**src/sv/timed_switch_command_queue_defines.svh**
```systemverilog
// assertion macros used by the timed switch command queue top level
`ifndef TIMED_SWITCH_COMMAND_QUEUE_DEFINES_SVH
`define TIMED_SWITCH_COMMAND_QUEUE_DEFINES_SVH

// antecedent implies consequent in the same cycle
`define TSCQ_ASSERT_IMPLIES(lbl, ante, cons, msg) \
  lbl: assert property (@(posedge clk) disable iff (!rst_n) (ante) |-> (cons)) \
    else $error(msg);

// the condition never holds
`define TSCQ_ASSERT_NEVER(lbl, cond, msg) \
  lbl: assert property (@(posedge clk) disable iff (!rst_n) !(cond)) \
    else $error(msg);

`endif

```
**src/sv/tscq_pkg.sv**
```systemverilog
// types and constants for the timed switch command queue
`timescale 1ns / 1ps
package tscq_pkg;

  localparam int QUEUE_DEPTH_DEF = 16;
  localparam int TICK_W          = 16;
  localparam int SW_ADDR_W       = 15;
  localparam int ENTRY_W         = SW_ADDR_W + 1;
  localparam int CFG_ADDR_W      = 3;
  localparam int CFG_DATA_W      = 32;

  localparam logic [TICK_W-1:0] ACTIVE_TICKS_RST = 16'd327;
  localparam logic [TICK_W-1:0] DELAY_TICKS_RST  = 16'd50;

  typedef enum logic [1:0] {
    FN_ADD    = 2'd0,
    FN_POLL   = 2'd1,
    FN_RESULT = 2'd2,
    FN_NOP    = 2'd3
  } func_t;

  typedef enum logic [1:0] {
    PH_IDLE   = 2'd0,
    PH_ACTIVE = 2'd1,
    PH_DELAY  = 2'd2,
    PH_WAIT   = 2'd3
  } phase_t;

  typedef enum logic {
    REG_ACTIVE = 1'b0,
    REG_DELAY  = 1'b1
  } reg_idx_t;

  typedef struct packed {
    func_t                 func;
    logic [SW_ADDR_W-1:0]  switch_addr;
    logic                  switch_dir;
    logic                  tx_ready;
    logic                  tx_ok;
    logic [TICK_W-1:0]     now_ticks;
  } item_t;

  typedef struct packed {
    logic                  send_valid;
    logic [SW_ADDR_W-1:0]  send_addr;
    logic                  send_dir;
    logic                  send_on;
    logic                  overflow;
    logic                  all_done;
  } result_t;

endpackage

```
**src/sv/timed_switch_command_queue.sv**
```systemverilog
// Timed switch command queue, top level.
// Requests arrive on the in_ channel (valid/stall): func selects add command,
// poll, send result or no-op. Every request yields exactly one result on the out_
// channel, carrying the switch request to issue (send_valid, addr, dir, on),
// the overflow flag of a dropped add and the all_done status.
// A request is taken into an input register, worked combinationally by the
// queue sequencer and lands in the result register, whose valid is out_valid;
// one request is taken per cycle as long as results are taken.
// When out_stall holds a result, the next request
// waits in the input register and in_stall rises only once both are full.
// The hold times sit in apb registers at byte addresses 0 (active) and 4 (delay);
// the user must write them while the queue is quiet, which the block does not enforce.
// Synchronous reset empties the queue, returns the sequencer to idle,
// clears the time mark and loads the hold times with 327 and 50 ticks.
// The command store itself is not cleared; only written entries are read.
`timescale 1ns / 1ps
`include "timed_switch_command_queue_defines.svh"
module timed_switch_command_queue #(
  parameter int QUEUE_DEPTH = tscq_pkg::QUEUE_DEPTH_DEF
) (
  input  logic                             clk,
  input  logic                             rst_n,
  input  logic                             in_valid,
  output logic                             in_stall,
  input  logic [1:0]                       in_func,
  input  logic [tscq_pkg::SW_ADDR_W-1:0]   in_switch_addr,
  input  logic                             in_switch_dir,
  input  logic                             in_tx_ready,
  input  logic                             in_tx_ok,
  input  logic [tscq_pkg::TICK_W-1:0]      in_now_ticks,
  output logic                             out_valid,
  input  logic                             out_stall,
  output logic                             out_send_valid,
  output logic [tscq_pkg::SW_ADDR_W-1:0]   out_send_addr,
  output logic                             out_send_dir,
  output logic                             out_send_on,
  output logic                             out_overflow,
  output logic                             out_all_done,
  input  logic                             psel,
  input  logic                             penable,
  input  logic                             pwrite,
  input  logic [tscq_pkg::CFG_ADDR_W-1:0]  paddr,
  input  logic [tscq_pkg::CFG_DATA_W-1:0]  pwdata,
  output logic [tscq_pkg::CFG_DATA_W-1:0]  prdata,
  output logic                             pready
);
  import tscq_pkg::*;

  logic              in_vld_r, in_vld_nxt;
  item_t             item_r;
  logic              out_vld_r, out_vld_nxt;
  result_t           res_r, res;
  logic              advance, in_take;
  logic [TICK_W-1:0] active_ticks, delay_ticks;

  // the held request moves on whenever the result register frees up
  assign advance  = in_vld_r && (!out_vld_r || !out_stall);
  assign in_stall = in_vld_r && !advance;
  assign in_take  = in_valid && !in_stall;

  assign in_vld_nxt  = in_take || (in_vld_r && !advance);
  assign out_vld_nxt = advance || (out_vld_r && out_stall);

  always_ff @(posedge clk) begin
    if (!rst_n) begin
      in_vld_r  <= 1'b0;
      out_vld_r <= 1'b0;
    end else begin
      in_vld_r  <= in_vld_nxt;
      out_vld_r <= out_vld_nxt;
    end
  end

  always_ff @(posedge clk) begin
    if (in_take) begin
      item_r.func        <= func_t'(in_func);
      item_r.switch_addr <= in_switch_addr;
      item_r.switch_dir  <= in_switch_dir;
      item_r.tx_ready    <= in_tx_ready;
      item_r.tx_ok       <= in_tx_ok;
      item_r.now_ticks   <= in_now_ticks;
    end
    if (advance) begin
      res_r <= res;
    end
  end

  tscq_cfg u_cfg (
    .clk          (clk),
    .rst_n        (rst_n),
    .psel         (psel),
    .penable      (penable),
    .pwrite       (pwrite),
    .paddr        (paddr),
    .pwdata       (pwdata),
    .prdata       (prdata),
    .pready       (pready),
    .active_ticks (active_ticks),
    .delay_ticks  (delay_ticks)
  );

  tscq_core #(
    .QUEUE_DEPTH (QUEUE_DEPTH)
  ) u_core (
    .clk          (clk),
    .rst_n        (rst_n),
    .go           (advance),
    .item         (item_r),
    .active_ticks (active_ticks),
    .delay_ticks  (delay_ticks),
    .res          (res)
  );

  assign out_valid      = out_vld_r;
  assign out_send_valid = res_r.send_valid;
  assign out_send_addr  = res_r.send_addr;
  assign out_send_dir   = res_r.send_dir;
  assign out_send_on    = res_r.send_on;
  assign out_overflow   = res_r.overflow;
  assign out_all_done   = res_r.all_done;

  `TSCQ_ASSERT_IMPLIES(a_stall_only_when_full, in_stall, out_vld_r && out_stall && in_vld_r, "input stalled with room downstream")
  `TSCQ_ASSERT_IMPLIES(a_idle_payload_zero, out_vld_r && !res_r.send_valid, res_r.send_addr == '0 && !res_r.send_dir && !res_r.send_on, "send fields set without a send")
  `TSCQ_ASSERT_NEVER(a_send_and_overflow, out_vld_r && res_r.send_valid && res_r.overflow, "send and overflow in one result")
  `TSCQ_ASSERT_NEVER(a_send_and_done, out_vld_r && res_r.send_valid && res_r.all_done, "send reported while all done")

endmodule

```
**src/sv/tscq_ram.sv**
```systemverilog
// generic single write port ram with registered read
`timescale 1ns / 1ps
module tscq_ram #(
  parameter int WIDTH = 16,
  parameter int DEPTH = 16,
  localparam int AW = (DEPTH > 1) ? $clog2(DEPTH) : 1
) (
  input  logic             clk,
  input  logic             we,
  input  logic [AW-1:0]    waddr,
  input  logic [WIDTH-1:0] wdata,
  input  logic [AW-1:0]    raddr,
  output logic [WIDTH-1:0] rdata
);

  logic [WIDTH-1:0] mem [DEPTH];

  always_ff @(posedge clk) begin
    if (we) begin
      mem[waddr] <= wdata;
    end
    rdata <= mem[raddr];
  end

endmodule

```
**src/sv/tscq_cfg.sv**
```systemverilog
// apb register block holding the active and delay hold times
`timescale 1ns / 1ps
module tscq_cfg (
  input  logic                              clk,
  input  logic                              rst_n,
  input  logic                              psel,
  input  logic                              penable,
  input  logic                              pwrite,
  input  logic [tscq_pkg::CFG_ADDR_W-1:0]   paddr,
  input  logic [tscq_pkg::CFG_DATA_W-1:0]   pwdata,
  output logic [tscq_pkg::CFG_DATA_W-1:0]   prdata,
  output logic                              pready,
  output logic [tscq_pkg::TICK_W-1:0]       active_ticks,
  output logic [tscq_pkg::TICK_W-1:0]       delay_ticks
);
  import tscq_pkg::*;

  logic [TICK_W-1:0] active_r, active_nxt;
  logic [TICK_W-1:0] delay_r, delay_nxt;
  reg_idx_t          idx;
  logic              wr_en;

  // registers sit on 4-byte boundaries
  assign idx   = reg_idx_t'(paddr[2]);
  assign wr_en = psel && penable && pwrite;
  assign pready = 1'b1;

  always_comb begin
    active_nxt = active_r;
    delay_nxt  = delay_r;
    if (wr_en) begin
      unique case (idx)
        REG_ACTIVE: active_nxt = pwdata[TICK_W-1:0];
        REG_DELAY:  delay_nxt  = pwdata[TICK_W-1:0];
      endcase
    end
  end

  always_ff @(posedge clk) begin
    if (!rst_n) begin
      active_r <= ACTIVE_TICKS_RST;
      delay_r  <= DELAY_TICKS_RST;
    end else begin
      active_r <= active_nxt;
      delay_r  <= delay_nxt;
    end
  end

  always_comb begin
    unique case (idx)
      REG_ACTIVE: prdata = {{(CFG_DATA_W-TICK_W){1'b0}}, active_r};
      REG_DELAY:  prdata = {{(CFG_DATA_W-TICK_W){1'b0}}, delay_r};
    endcase
  end

  assign active_ticks = active_r;
  assign delay_ticks  = delay_r;

endmodule

```
**src/sv/tscq_core.sv**
```systemverilog
// ring queue, phase sequencer and hold timer, taking one request per cycle while go is high
`timescale 1ns / 1ps
module tscq_core #(
  parameter int QUEUE_DEPTH = tscq_pkg::QUEUE_DEPTH_DEF
) (
  input  logic                         clk,
  input  logic                         rst_n,
  input  logic                         go,
  input  tscq_pkg::item_t              item,
  input  logic [tscq_pkg::TICK_W-1:0]  active_ticks,
  input  logic [tscq_pkg::TICK_W-1:0]  delay_ticks,
  output tscq_pkg::result_t            res
);
  import tscq_pkg::*;

  localparam int PTR_W = (QUEUE_DEPTH > 1) ? $clog2(QUEUE_DEPTH) : 1;
  localparam logic [PTR_W-1:0] LAST_IDX = PTR_W'(QUEUE_DEPTH - 1);

  logic [PTR_W-1:0]  rd_ptr_r, rd_ptr_nxt;
  logic [PTR_W-1:0]  wr_ptr_r, wr_ptr_nxt;
  phase_t            phase_r, phase_nxt;
  phase_t            pend_r, pend_nxt;
  logic [TICK_W-1:0] mark_r, mark_nxt;
  logic              byp_vld_r;
  logic [ENTRY_W-1:0] byp_data_r;

  logic [PTR_W-1:0]   rd_inc, wr_inc;
  logic               empty, full;
  logic [TICK_W-1:0]  elapsed;
  logic               active_done, delay_done;
  logic [ENTRY_W-1:0] ram_rdata, head, wr_data;
  logic               we, retire, send, send_on, ovf, capture;

  assign rd_inc  = (rd_ptr_r == LAST_IDX) ? '0 : rd_ptr_r + 1'b1;
  assign wr_inc  = (wr_ptr_r == LAST_IDX) ? '0 : wr_ptr_r + 1'b1;
  assign empty   = (rd_ptr_r == wr_ptr_r);
  assign full    = (wr_inc == rd_ptr_r);
  // tick difference wraps with the counter
  assign elapsed     = item.now_ticks - mark_r;
  assign active_done = (elapsed >= active_ticks);
  assign delay_done  = (elapsed >= delay_ticks);
  assign wr_data     = {item.switch_dir, item.switch_addr};

  // phase sequencer: next state
  always_comb begin
    phase_nxt = phase_r;
    pend_nxt  = pend_r;
    if (go) begin
      unique case (item.func)
        FN_POLL: begin
          unique case (phase_r)
            PH_IDLE: begin
              if (!empty && item.tx_ready) begin
                pend_nxt  = PH_ACTIVE;
                phase_nxt = PH_WAIT;
              end
            end
            PH_ACTIVE: begin
              if (active_done && item.tx_ready) begin
                pend_nxt  = PH_DELAY;
                phase_nxt = PH_WAIT;
              end
            end
            PH_DELAY: begin
              if (delay_done) begin
                phase_nxt = PH_IDLE;
              end
            end
            PH_WAIT: ;
          endcase
        end
        FN_RESULT: begin
          if (phase_r == PH_WAIT) begin
            phase_nxt = item.tx_ok ? pend_r : PH_IDLE;
          end
        end
        FN_ADD, FN_NOP: ;
      endcase
    end
  end

  // phase sequencer: outputs
  always_comb begin
    we      = 1'b0;
    ovf     = 1'b0;
    send    = 1'b0;
    send_on = 1'b0;
    retire  = 1'b0;
    capture = 1'b0;
    if (go) begin
      unique case (item.func)
        FN_ADD: begin
          ovf = full;
          we  = !full;
        end
        FN_POLL: begin
          unique case (phase_r)
            PH_IDLE: begin
              send    = !empty && item.tx_ready;
              send_on = send;
            end
            PH_ACTIVE: send   = active_done && item.tx_ready;
            PH_DELAY:  retire = delay_done;
            PH_WAIT: ;
          endcase
        end
        FN_RESULT: capture = (phase_r == PH_WAIT) && item.tx_ok;
        FN_NOP: ;
      endcase
    end
  end

  assign rd_ptr_nxt = retire ? rd_inc : rd_ptr_r;
  assign wr_ptr_nxt = we ? wr_inc : wr_ptr_r;
  assign mark_nxt   = capture ? item.now_ticks : mark_r;

  always_ff @(posedge clk) begin
    if (!rst_n) begin
      rd_ptr_r  <= '0;
      wr_ptr_r  <= '0;
      phase_r   <= PH_IDLE;
      pend_r    <= PH_IDLE;
      mark_r    <= '0;
      byp_vld_r <= 1'b0;
    end else begin
      rd_ptr_r  <= rd_ptr_nxt;
      wr_ptr_r  <= wr_ptr_nxt;
      phase_r   <= phase_nxt;
      pend_r    <= pend_nxt;
      mark_r    <= mark_nxt;
      byp_vld_r <= we && (wr_ptr_r == rd_ptr_nxt);
    end
  end

  // a write to the entry being fetched is missed by the registered ram read, so it is bypassed
  always_ff @(posedge clk) begin
    byp_data_r <= wr_data;
  end

  tscq_ram #(
    .WIDTH (ENTRY_W),
    .DEPTH (QUEUE_DEPTH)
  ) u_store (
    .clk   (clk),
    .we    (we),
    .waddr (wr_ptr_r),
    .wdata (wr_data),
    .raddr (rd_ptr_nxt),
    .rdata (ram_rdata)
  );

  assign head = byp_vld_r ? byp_data_r : ram_rdata;

  always_comb begin
    res.send_valid = send;
    res.send_addr  = send ? head[SW_ADDR_W-1:0] : '0;
    res.send_dir   = send && head[SW_ADDR_W];
    res.send_on    = send_on;
    res.overflow   = ovf;
    res.all_done   = (phase_nxt == PH_IDLE) && (rd_ptr_nxt == wr_ptr_nxt);
  end

endmodule

```
**config.mk**
```make
export PLATFORM = sky130hd
export DESIGN_NAME = timed_switch_command_queue
export DESIGN_NICKNAME = d
export VERILOG_FILES = /design/src/sv/tscq_pkg.sv /design/src/sv/timed_switch_command_queue.sv /design/src/sv/tscq_ram.sv /design/src/sv/tscq_cfg.sv /design/src/sv/tscq_core.sv
export VERILOG_INCLUDE_DIRS = /design/src /design/src/sv
export SDC_FILE = /design/constraint.sdc
export NUM_CORES = 1
export LEC_CHECK = 0
export BUFFER_PORTS_ARGS = -buffer_cell sky130_fd_sc_hd__buf_2
export CAP_MARGIN = 20
export CORE_MARGIN = 8
export CORE_UTILIZATION = 50
export CTS_CLUSTER_SIZE = 28
export DETAILED_ROUTE_END_ITERATION = 12
export PLACE_DENSITY = 0.68
export SETUP_SLACK_MARGIN = 0.2
export SKIP_CTS_REPAIR_TIMING = 1
export SYNTH_ARGS = -nofsm -noshare
export SYNTH_HDL_FRONTEND = slang
export SYNTH_HIERARCHICAL = 1
export SYNTH_SLANG_ARGS = --single-unit
export TNS_END_PERCENT = 20
```
**constraint.sdc**
```tcl
create_clock -name clk -period 9.6 [get_ports clk]
set_clock_uncertainty 0.2 [all_clocks]
set_input_delay 0.48 -clock clk [delete_from_list [all_inputs] [get_ports clk]]
set_output_delay 0.48 -clock clk [all_outputs]
set_load 0.01 [all_outputs]
```
After elaboration in Yosys (flattened, before gate mapping)
Memory sizes are Yosys's and may differ from the RTL's. A register that Yosys moved wholly into a read port is not among the register bits.
Index checks and enable logic that the tools add are counted.
- flip-flop bits (word level): 135
- RAM bits: 256
- input bits: 78
- output and inout bits: 55
- word-level logic and storage cells: 101
- memories: 1
- memories (name ; words ; bits a word ; read ports ; clocked after Yosys merged registers in ; write ports ; line ; source):
    u_core.u_store.mem ; 16 ; 16 ; 1 ; 1 ; 1 ; tscq_ram.sv:16 ; logic [WIDTH-1:0] mem [DEPTH];
- $add $sub $neg: 3
- $lt $le $gt $ge: 2
- equal/unequal tests: 13
- mux-type cells: 29
- bitwise gates (word level): 1
- reduce and logical (&&, ||, !) cells: 29
- operators with widths (operator ; number):
    case mux 32 bit (2 select lines) ; 1
    >= comparator 16 bit ; 2
    equality test 4 bit ; 4
    2-to-1 mux 16 bit ; 1
    2-to-1 mux 2 bit ; 8
    2-to-1 mux 4 bit ; 4
    subtractor 16 bit ; 1
    logical AND 1 bit ; 12
    2-to-1 mux 1 bit ; 11
    adder 4 x 1 -> 4 bit, second input constant ; 2
    equality test 4 bit, second input constant ; 2
    case mux 2 bit (2 select lines) ; 2
    equality test 2 bit, second input constant ; 3
    zero test 1 bit ; 6
    zero test 2 bit ; 3
    case mux 2 bit (3 select lines) ; 1
    AND reduction 2 bit ; 3
    AND reduction 5 bit ; 1
    equality test 2 x 1 -> 1 bit, second input constant ; 2
    != test 2 x 1 -> 1 bit, second input constant ; 2
    logical OR 1 bit ; 3
    case mux 1 bit (2 select lines) ; 1
    nonzero test 2 bit ; 1
    NOT 1 bit ; 1

Logic depth before layout (Yosys ltp)
Gate-level depths: netlist of the first run.
- depth after elaboration: 9
- mapped depth: 23
- gate-level depth less buffers: 21

By module
The synthesis of the first run kept the hierarchy.
- by module, submodules not included (module ; instances ; cells an instance ; area an instance (µm²)):
    tscq_ram ; 1 ; 432 ; 10042.1
    tscq_core ; 1 ; 453 ; 3688.5
    timed_switch_command_queue ; 1 ; 64 ; 1765.4
    tscq_cfg ; 1 ; 168 ; 1635.3

Worst setup path after synthesis of the first run
No wires, ideal clock.
- kind: reg2reg
- start: register item_r[0] in the netlist's numbering
- end: register u_core.u_store.rdata[10] (read register of u_core.u_store.mem)
- library setup time: 0.120 ns
- data arrival time: 4.829 ns
- setup slack: 4.451 ns
- cell stages (with the launch flop): 24
- clock period less this slack: 5.149 ns
- cell sequence: edfxtp_1 -> inv_1 -> ha_1 -> fa_1 -> nor2b_1 -> o21ai_0 -> a21boi_0 -> o211ai_1 -> a31oi_1 -> a21o_1 -> a21oi_1 -> xnor2_1 -> ha_1 -> nand3b_4 -> or2_1 -> or3_1 -> o21ai_2 -> mux2i_1 -> inv_1 -> buf_6 -> buf_6 -> mux4_1 -> a22oi_1 -> nand2_1
- cells in the longest elaborated chain, start to end: 6
- ends and longest elaborated chain (what ; line ; source):
    from (decl) ; timed_switch_command_queue.sv:50 ; item_t item_r;
    subtractor 16 bit ; tscq_core.sv:39 ; assign elapsed = item.now_ticks - mark_r;
    >= comparator 16 bit ; tscq_core.sv:41 ; assign delay_done = (elapsed >= delay_ticks);
    2-to-1 mux 1 bit ; tscq_core.sv:97 ; unique case (phase_r)
    2-to-1 mux 1 bit ; tscq_core.sv:91 ; unique case (item.func)
    2-to-1 mux 1 bit ; tscq_core.sv:90 ; if (go) begin
    2-to-1 mux 4 bit ; tscq_core.sv:113 ; assign rd_ptr_nxt = retire ? rd_inc : rd_ptr_r;
    named net u_core.rd_ptr_nxt[0] ; tscq_core.sv:19 ; logic [PTR_W-1:0] rd_ptr_r, rd_ptr_nxt;
    to (decl) ; tscq_ram.sv:13 ; output logic [WIDTH-1:0] rdata
The timed path passes the listed nets, and every way through them passes these cells.
A chain may end at the register's enable or synchronous reset.

Final worst setup path of the first run
- start: register item_r[0] in the netlist's numbering
- end: register u_core.u_store.rdata[7] (read register of u_core.u_store.mem)
The elaborated chain is that of the path after synthesis.

==> qor.yml, run 1 <==
status: "complete, no violations"
layout-drive-gt1-share_pct: 21.4
yosysSeqAreaShare_pct: 65.8
dp_cells: 1633
crit_path_cell_trace: "inv_1, ha_1, fa_1, nor2b_1, o21ai_0, a21boi_0, o211ai_1, a31oi_1, a21o_1, a21oi_1, xnor2_1, ha_1, nand3b_4, or2_1, or3_1, o21ai_2, mux2i_1, clkinv_2, buf_4, mux4_1, a22oi_1, nand2_1"
clkLatencyLatePin_ns: 0.56
clockRootBuffer: "clkbuf_16"
clock.fmax_mhz: 145
synth_top_cell_by_area: "edfxtp_1"
critPathRequiredTime_ns: 9.82
ys.flop_type: "edfxtp_1"
clkSlewWorstSetupHoldPaths_ns: 0.06
grt_overflow: 0
fp.coreArea_sq_um: 33600
cts_buffer_depth: 3
track_usage_pct: 17.6
grt_max_degree: 65
yosysWarnings: 6
io_buffers: 97
drt-wirelength-per-cell_um: 20.6
vias_per_cell: 5.43
grt_antenna_before_repair: 0
synth_area_sq_um: 17100
end_kind: "flop"
initial_core_util_pct: 51.0
grt_pass1_vias: 9697
cpMaxStageDelayCell: "clkinv_2"
setup_viol: 0
worst_ir_drop_vdd_mv: 0.152
first_iter_violations: 567
max_slew_margin_pct: 28.2
cp_common_cell: "ha_1"
critical-path-max-stage-delay_ns: 0.59
synth_area_leaders: "edfxtp_1 (55%), dfxtp_1 (11%), mux4_2 (7.1%)"
die_h_um: 201
num_rows: 67
grt_pass1_wl_mm: 56.4
yosysTopAreaCellShare_pct: 54.7
start_kind: "flop"
tritoncts: "yes"
min_period_over_period_pct: 72.0
max-cap-violations: 0
arrival_ns: 7.14
numCtsBuffers: 42
die_w_um: 201
hold_viol: 0
syn_inst: 1117
synth-edff-count: 312
num_vias: 9506
cts.sinks: 407
h-tree-depth: 2
drc: 0
maxSlewViolCount: 0
fin_nets: 1401
p_per_area_nw_per_um2: 188
gp_congestion: 0.774
finalSetupTns_ns: 0
min_path_type: "in -> reg"
area_growth_pct: 15.4
cp_top_family: "compound AO/OA/AOI/OAI gates"
fin_cells: 1751
n_antenna_cell: 0
p_leak_nw: 7.02
fin_crit_ns: 6.91
tightest_slew_ns: 1.07
synth-seq-cells: 407
cp.buffers_inverters: 3
dpl.hpwl_mm: 22.8
dieArea_sq_um: 40400
syn_avg_cell_area_sq_um: 15.3
rsz0062_at_grt: "no"
postRouteAntennaNets: 0
critPathKind: "reg -> reg"
io_pins: 133
firstDrtPassIters: 7
wirelength_mm: 36.1
cp_max_fo: 44
yosysUniqueCellTypes: 73
ys_async_sr_fraction_pct: 0
[metrics by stage]
stage               utilization (%)  setup WS (ns)  power (W)  instance area (sq um)  hold WS (ns)
floorplan                         -           4.45    0.00207                  17200         0.236
global placement               53.5           2.75    0.00212                  18000         0.242
detailed placement             53.5           2.68    0.00213                  18000         0.246
CTS                            57.6           2.62    0.00374                  19400        -0.133
global route                   58.8           1.96    0.00385                  19800       0.00884
finish                         58.8           2.69    0.00372                  19800       0.00118
[worst paths after layout]
path                                        start                      end  slack [ns]  depth (start not counted)
worst max register to register          item_r[0]  u_core/u_store/rdata[7]        2.69                         22
worst min register to register  u_core/mark_r[12]        u_core/mark_r[12]        0.26                          2
worst min-delay path                    pwdata[2]     u_cfg/delay_ticks[2]       0.001                          3
worst max-delay path                    item_r[0]  u_core/u_store/rdata[7]        2.69                         22
[flip-flops by register name, indices dropped and copies added, names as in the netlist, 4 cells and up]
| register | flops |
|---|---|
| item_r | 36 |
| u_core/byp_data_r | 16 |
| out_send_addr | 15 |
| u_core/u_store/mem | 256 |
| u_core/wr_ptr_r | 4 |
| u_core/rd_ptr_r | 4 |
| u_cfg/delay_ticks | 16 |
| u_cfg/active_ticks | 16 |
| u_core/mark_r | 16 |
| u_core/u_store/rdata | 16 |
[cells in the final DEF (no fill, tap or decap), types with 6 or more instances in the layout]
cell           netlist  routed
edfxtp_1           312     312
nand2_1            109     109
buf_2                5      97
dfxtp_1             95      95
inv_1               56      54
mux4_2              54      54
ha_1                52      52
mux2i_1             51      51
nor2_1              49      48
clkbuf_16            0      42
dlygate4sd3_1        0      41
a21oi_1             35      35
a22oi_1             35      35
xnor2_1             22      22
buf_4               24      21
nor2b_1             23      20
conb_1               2      17
mux2_2              16      16
clkinv_2             0      11
mux4_1              10      10
clkbuf_1            19       9
nand3_1              9       9
a21o_1               9       9
o21ai_0              8       8
nor3_1              12       8
o21a_1               7       7
xor2_1               7       7
clkinv_1             0       6
nand4_1              6       6
and3_1               6       6
[routing by layer]
layer	GRT usage [%]	up-vias	wire length [um]
li1	-	4464	-
met1	23.3	4740	16000
met2	29.5	243	17400
met3	3.81	59	1980
met4	4.31	0	626
met5	0	-	0
[worst min-delay path, delay by kind of cell]
kind          cells  cell delay, ns
buf+inv           1            0.11
mux               1            0.06
simple gates      1            0.05
[synth_stat cells (8+ instances only)]
| cell type | number |
|---|---|
| a21o_1 | 9 |
| a21oi_1 | 35 |
| a22oi_1 | 35 |
| buf_4 | 24 |
| buf_6 | 12 |
| clkbuf_1 | 19 |
| dfxtp_1 | 95 |
| edfxtp_1 | 312 |
| ha_1 | 52 |
| inv_1 | 56 |
| mux2_2 | 16 |
| mux2i_1 | 51 |
| mux4_1 | 10 |
| mux4_2 | 54 |
| nand2_1 | 109 |
| nand3_1 | 9 |
| nor2_1 | 49 |
| nor2b_1 | 23 |
| nor3_1 | 12 |
| o21ai_0 | 8 |
| xnor2_1 | 22 |
[report_power, final]
group | leakage (nW) | internal [W] | switching [W]
Clock | 0.681 | 0.000946 | 0.000675
Sequential | 3.63 | 0.00192 | 0.0000254
Combinational | 2.70 | 0.0000723 | 0.0000857
[final cells by class]
type / count / area [sq um]
Sequential cell: 407 / 11300
Fill cell: 2518 / 13800
Clock buffer: 54 / 1130
Timing Repair Buffer: 160 / 1060
Inverter: 56 / 213
Tap cell: 448 / 561
Clock inverter: 23 / 255
Multi-Input combinational cell: 603 / 5290
[logic make-up after synthesis]
group	share of synthesized area (%)
compound gates	4.91
mux	12.8
xor+xnor	1.74
other cells	0.0438
fa+ha+maj	3.91
flops	65.8
buf+inv	3.96
simple gates	6.89
(Power assumes the default switching activity.)
==> run 2, diff against run 1 <==
--- a/config.mk
+++ b/config.mk
@@ -12,7 +12,7 @@
 export CORE_UTILIZATION = 50
 export CTS_CLUSTER_SIZE = 28
 export DETAILED_ROUTE_END_ITERATION = 12
-export PLACE_DENSITY = 0.68
+export PLACE_DENSITY = 0.71
 export SETUP_SLACK_MARGIN = 0.2
 export SKIP_CTS_REPAIR_TIMING = 1
 export SYNTH_ARGS = -nofsm -noshare
==> constraint.sdc (replaced) <==
create_clock -name clk -period 5.6 [get_ports clk]
set_clock_uncertainty 0.2 [all_clocks]
set_input_delay 0.28 -clock clk [delete_from_list [all_inputs] [get_ports clk]]
set_output_delay 0.28 -clock clk [all_outputs]
set_load 0.01 [all_outputs]
==> run 2 against run 1 <==
First-iteration DRC count increased by 1.6%. Fmax is 32% higher. Setup slack got worse by 2.3 ns. Largest cell class unchanged. Critical path depth stayed put. Design area increased by 2.5%.
==> qor.yml, run 2 (synthesis results as in run 1) <==
fin_crit_ns: 5.24
max-cap-violations: 0
clkLatencyLatePin_ns: 0.55
rsz0062_at_grt: "yes"
grt_overflow: 0
io_pins: 133
hp-start: "penable"
timing.rr.end: "u_core/u_store/rdata[10]"
hold_depth: 3
h-tree-depth: 2
top_usage_layer: "met2"
min_to: "u_cfg/active_ticks[12]"
fin_nets: 1436
end_kind: "flop"
fillCellCount: 2467
status: "complete, no violations"
cp_max_fo: 10
rr_worst_depth: 22
layout-drive-gt1-share_pct: 23.5
drc: 0
layout_commonest_cell: "edfxtp_1"
clkSlewWorstSetupHoldPaths_ns: 0.06
area_growth_pct: 18.4
initial_core_util_pct: 51.0
use_met3_pct: 3.86
clockRootBuffer: "clkbuf_16"
firstDrtPassIters: 5
clock.fmax_mhz: 191
cp_common_cell: "ha_1"
num_rows: 67
min_path_type: "in -> reg"
grt_pass1_wl_mm: 55.9
n_antenna_cell: 0
critPathRequiredTime_ns: 5.83
cts.sinks: 407
reg_top3: "u_core/u_store/mem: 256 flops, item_r: 36 flops"
r2r-start: "item_r[0]"
min_period_over_period_pct: 93.5
cp.buffers_inverters: 3
gr-usage-met2_pct: 29.2
numCtsBuffers: 42
dieArea_sq_um: 40400
fp.coreArea_sq_um: 33600
dpl.hpwl_mm: 23.1
die_h_um: 201
crit_path_cell_trace: "inv_1, ha_1, fa_2, nor2b_1, o21ai_0, a21boi_1, o211ai_1, a31oi_1, a21o_1, a21oi_1, xnor2_1, ha_1, nand3b_4, or2_1, or3_4, o21ai_4, mux2i_4, inv_6, buf_12, mux4_1, a22oi_2, nand2_1"
p_leak_nw: 7.22
setup_viol: 0
max_slew_margin_pct: 29.8
cts_buffer_depth: 3
start_kind: "flop"
grt_pass1_vias: 9646
drt-wirelength-per-cell_um: 21.2
hold_viol: 0
first_iter_violations: 576
num_vias: 9836
largest_register_ffs: 256
fin_cells: 1786
postRouteAntennaNets: 0
fin_area_sq_um: 20300
reg2reg_slack_ns: 0.36
grt_max_degree: 65
track_usage_pct: 17.7
cp_top_family: "compound AO/OA/AOI/OAI gates"
critPathKind: "reg -> reg"
grt_antenna_before_repair: 0
arrival_ns: 5.47
vias_per_cell: 5.51
regMostFlops: "u_core/u_store/mem"
tightest_slew_ns: 1.05
critical-path-max-stage-delay_ns: 0.47
die_w_um: 201
dp_cells: 1648
p_per_area_nw_per_um2: 318
layout_common_cells: "edfxtp_1 (312), nand2_1 (109), buf_2 (97)"
post_dp_cell_area_sq_um: 18100
maxSlewViolCount: 0
worst_ir_drop_vdd_mv: 0.278
io_buffers: 97
wirelength_mm: 37.8
tritoncts: "yes"
grtUsageMet1_pct: 23.2
gp_congestion: 0.834
cpMaxStageDelayCell: "mux4_1"
run 2: worst register-to-register path, delay by kind of cell (launching register included):
kind            cells  cell delay (ns)
flops               1             0.34
compound gates      8             1.41
xor+xnor            1             0.16
mux                 2             0.82
simple gates        5             0.93
fa+ha+maj           3             0.89
buf+inv             3             0.35
run 2: worst max-delay path by stage:
stage / from / end / slack (ns) / depth (start not counted)
floorplan: item_r[0] / u_core/u_store/rdata[10] / 0.45 / 23
global placement: item_r[0] / u_core/u_store/rdata[11] / 0.08 / 22
detailed placement: item_r[0] / u_core/u_store/rdata[14] / -0.007 / 22
CTS: item_r[0] / u_core/u_store/rdata[13] / -0.03 / 22
global route: item_r[0] / u_core/u_store/rdata[10] / 0.14 / 22
finish: item_r[0] / u_core/u_store/rdata[10] / 0.36 / 22
run 2: per-layer routing:
metal,vias up,part of all wire [%]
met3,68,6.3
met2,311,48
li1,4550,-
met5,-,0
met1,4907,43
met4,0,2.7
run 2: final cells by class:
cell class / instances / area, sq um / area share, %
multi-input combinational: 603 / 5360 / 26.4
sequential: 407 / 11300 / 55.6
tap: 448 / 561 / 2.76
clock buffer: 51 / 1090 / 5.40
inverter: 56 / 215 / 1.06
timing repair buffer: 195 / 1470 / 7.22
clock inverter: 26 / 318 / 1.57
run 2: where the power goes:
part	internal (W)	leakage, nW	switching, W
Sequential	0.00329	3.63	0.0000432
Clock	0.00169	0.693	0.00114
Combinational	0.000133	2.90	0.000153
run 2: stage by stage:
| step | util, % | worst slack (ns) | hold slack (ns) | setup TNS (ns) | power (W) |
|---|---|---|---|---|---|
| finish | 60.3 | 0.364 | 0.0600 | 0 | 0.00644 |
| global route | 60.3 | 0.137 | 0.0489 | 0 | 0.00664 |
| CTS | 58.1 | -0.0271 | -0.322 | -0.113 | 0.00647 |
| detailed placement | 53.9 | -0.00683 | 0.247 | -0.0165 | 0.00365 |
| global placement | 53.9 | 0.0799 | 0.242 | 0 | 0.00364 |
| floorplan | - | 0.451 | 0.179 | 0 | 0.00356 |
==> run 3, diff against run 2 <==
--- a/config.mk
+++ b/config.mk
@@ -10,11 +10,13 @@
 export CAP_MARGIN = 20
 export CORE_MARGIN = 8
 export CORE_UTILIZATION = 50
+export CTS_BUF_LIST = sky130_fd_sc_hd__clkbuf_4 sky130_fd_sc_hd__clkbuf_8 sky130_fd_sc_hd__clkbuf_16
 export CTS_CLUSTER_SIZE = 28
 export DETAILED_ROUTE_END_ITERATION = 12
 export PLACE_DENSITY = 0.71
 export SETUP_SLACK_MARGIN = 0.2
 export SKIP_CTS_REPAIR_TIMING = 1
+export SLEW_MARGIN = 20
 export SYNTH_ARGS = -nofsm -noshare
 export SYNTH_HDL_FRONTEND = slang
 export SYNTH_HIERARCHICAL = 1
==> run 3 against run 2 <==
Sequential share of layout area shrank 0.099 points. Cell count unchanged. Utilization up 0.11 points. Power grew 0.63%. Clock power up 1%.
==> qor.yml, run 3 (synthesis results as in run 1) <==
status: "complete, no violations"
seqCellArea_sq_um: 11300
n_antenna_cell: 0
cts_buffer_depth: 3
cts.sinks: 407
grt_antenna_before_repair: 0
clkLatencyLatePin_ns: 0.55
max_slew_margin_pct: 30.5
regMostFlops: "u_core/u_store/mem"
grt_pass1_wl_mm: 55.7
h-tree-depth: 2
layout_common_cells: "edfxtp_1 (312), nand2_1 (109), buf_2 (97)"
drc: 0
fillCellCount: 2476
dieArea_sq_um: 40400
layout-drive-gt1-share_pct: 24.2
firstDrtPassIters: 7
largest_register_ffs: 256
gp_congestion: 0.834
post_dp_cell_area_sq_um: 18100
die_w_um: 201
wirelength_mm: 37.9
dpl.hpwl_mm: 23.1
cp.buffers_inverters: 3
critPathKind: "reg -> reg"
setup_viol: 0
fp.coreArea_sq_um: 33600
clockRootBuffer: "clkbuf_16"
vias_per_cell: 5.50
end_kind: "flop"
cp_common_cell: "ha_1"
fin_crit_ns: 5.24
num_vias: 9820
grt_max_degree: 65
start_kind: "flop"
tritoncts: "yes"
area_growth_pct: 18.6
dp_slack_ns: -0.00683
drt-wirelength-per-cell_um: 21.2
fin_cells: 1786
fin_nets: 1436
grt_pass1_vias: 9603
hold_viol: 0
io_pins: 133
dp_cells: 1648
reg_top3: "u_core/u_store/mem: 256 flops, item_r: 36 flops"
initial_core_util_pct: 51.0
grt_overflow: 0
min_period_over_period_pct: 93.6
cp_max_fo: 11
cp_top_family: "compound AO/OA/AOI/OAI gates"
die_h_um: 201
multi_input_area_sq_um: 5360
critPathRequiredTime_ns: 5.82
p_leak_nw: 7.25
fin_area_sq_um: 20300
arrival_ns: 5.47
cpMaxStageDelayCell: "mux4_1"
numCtsBuffers: 42
finalSetupTns_ns: 0
tightest_slew_ns: 1.04
crit_path_cell_trace: "inv_1, ha_1, fa_2, nor2b_1, o21ai_0, a21boi_1, o211ai_1, a31oi_1, a21o_1, a21oi_1, xnor2_1, ha_1, nand3b_4, or2_1, or3_4, o21ai_4, mux2i_4, inv_6, buf_12, mux4_1, a22oi_2, nand2_1"
critical-path-max-stage-delay_ns: 0.48
max-cap-violations: 0
worst_slack_ns: 0.357
io_buffers: 97
num_rows: 67
rsz0062_at_grt: "yes"
track_usage_pct: 17.7
clock.fmax_mhz: 191
layout_commonest_cell: "edfxtp_1"
clkSlewWorstSetupHoldPaths_ns: 0.06
p_per_area_nw_per_um2: 319
postRouteAntennaNets: 0
timing.hold.ws_ns: 0.0586
maxSlewViolCount: 0
worst_ir_drop_vdd_mv: 0.278
first_iter_violations: 613
min_path_type: "in -> reg"
[run 3: cell types whose count changed in the layout (fill, tap and decap cells not counted)]
cell      change
and2_2        -1
and2_4        +1
clkbuf_1      -8
buf_8         +1
mux4_1        -1
clkbuf_4      +8
mux4_2        +1
a22oi_2       +1
a22oi_1       -1
buf_6         -1
[run 3: worst reg2reg max path, delay by kind of cell (launching register included)]
kind | cells | cell delay, ns
buf+inv | 3 | 0.35
mux | 2 | 0.83
fa+ha+maj | 3 | 0.89
flops | 1 | 0.35
compound gates | 8 | 1.44
simple gates | 5 | 0.90
xor+xnor | 1 | 0.16
[run 3: per-layer routing]
layer,track usage (%),wire [um],up-vias
met4,5.68,910,0
met3,3.86,2710,62
met5,0,0,-
met2,29.1,18200,347
li1,-,-,4552
met1,23.1,16000,4859
[run 3: path summary, 6_finish.rpt]
kind	startpoint	end	slack (ns)	cells past startpoint
max	item_r[0]	u_core/u_store/rdata[1]	0.36	22
min	penable	u_cfg/active_ticks[12]	0.06	3
max reg2reg	item_r[0]	u_core/u_store/rdata[1]	0.36	22
min reg2reg	u_core/mark_r[10]	u_core/mark_r[10]	0.25	2
[run 3: layout make-up]
type	instances	share of cell area (%)
flip-flops and latches	407	55.5
well taps	448	2.76
clock inverters	26	1.56
inverters	56	1.06
multi-input cells	603	26.4
clock buffers	51	5.54
repair buffers	195	7.23
[run 3: power by group]
part | total, W | switching, W | internal [W]
Clock | 0.00287 | 0.00114 | 0.00172
Sequential | 0.00333 | 0.0000431 | 0.00329
Combinational | 0.000286 | 0.000153 | 0.000133
[run 3: stage by stage]
stage | power, W | util, %
3_3_place_gp | 0.00364 | 53.9
4_1_cts | 0.00651 | 58.2
6_report | 0.00648 | 60.4
5_1_grt | 0.00668 | 60.4
3_5_place_dp | 0.00365 | 53.9
2_1_floorplan | 0.00356 | -
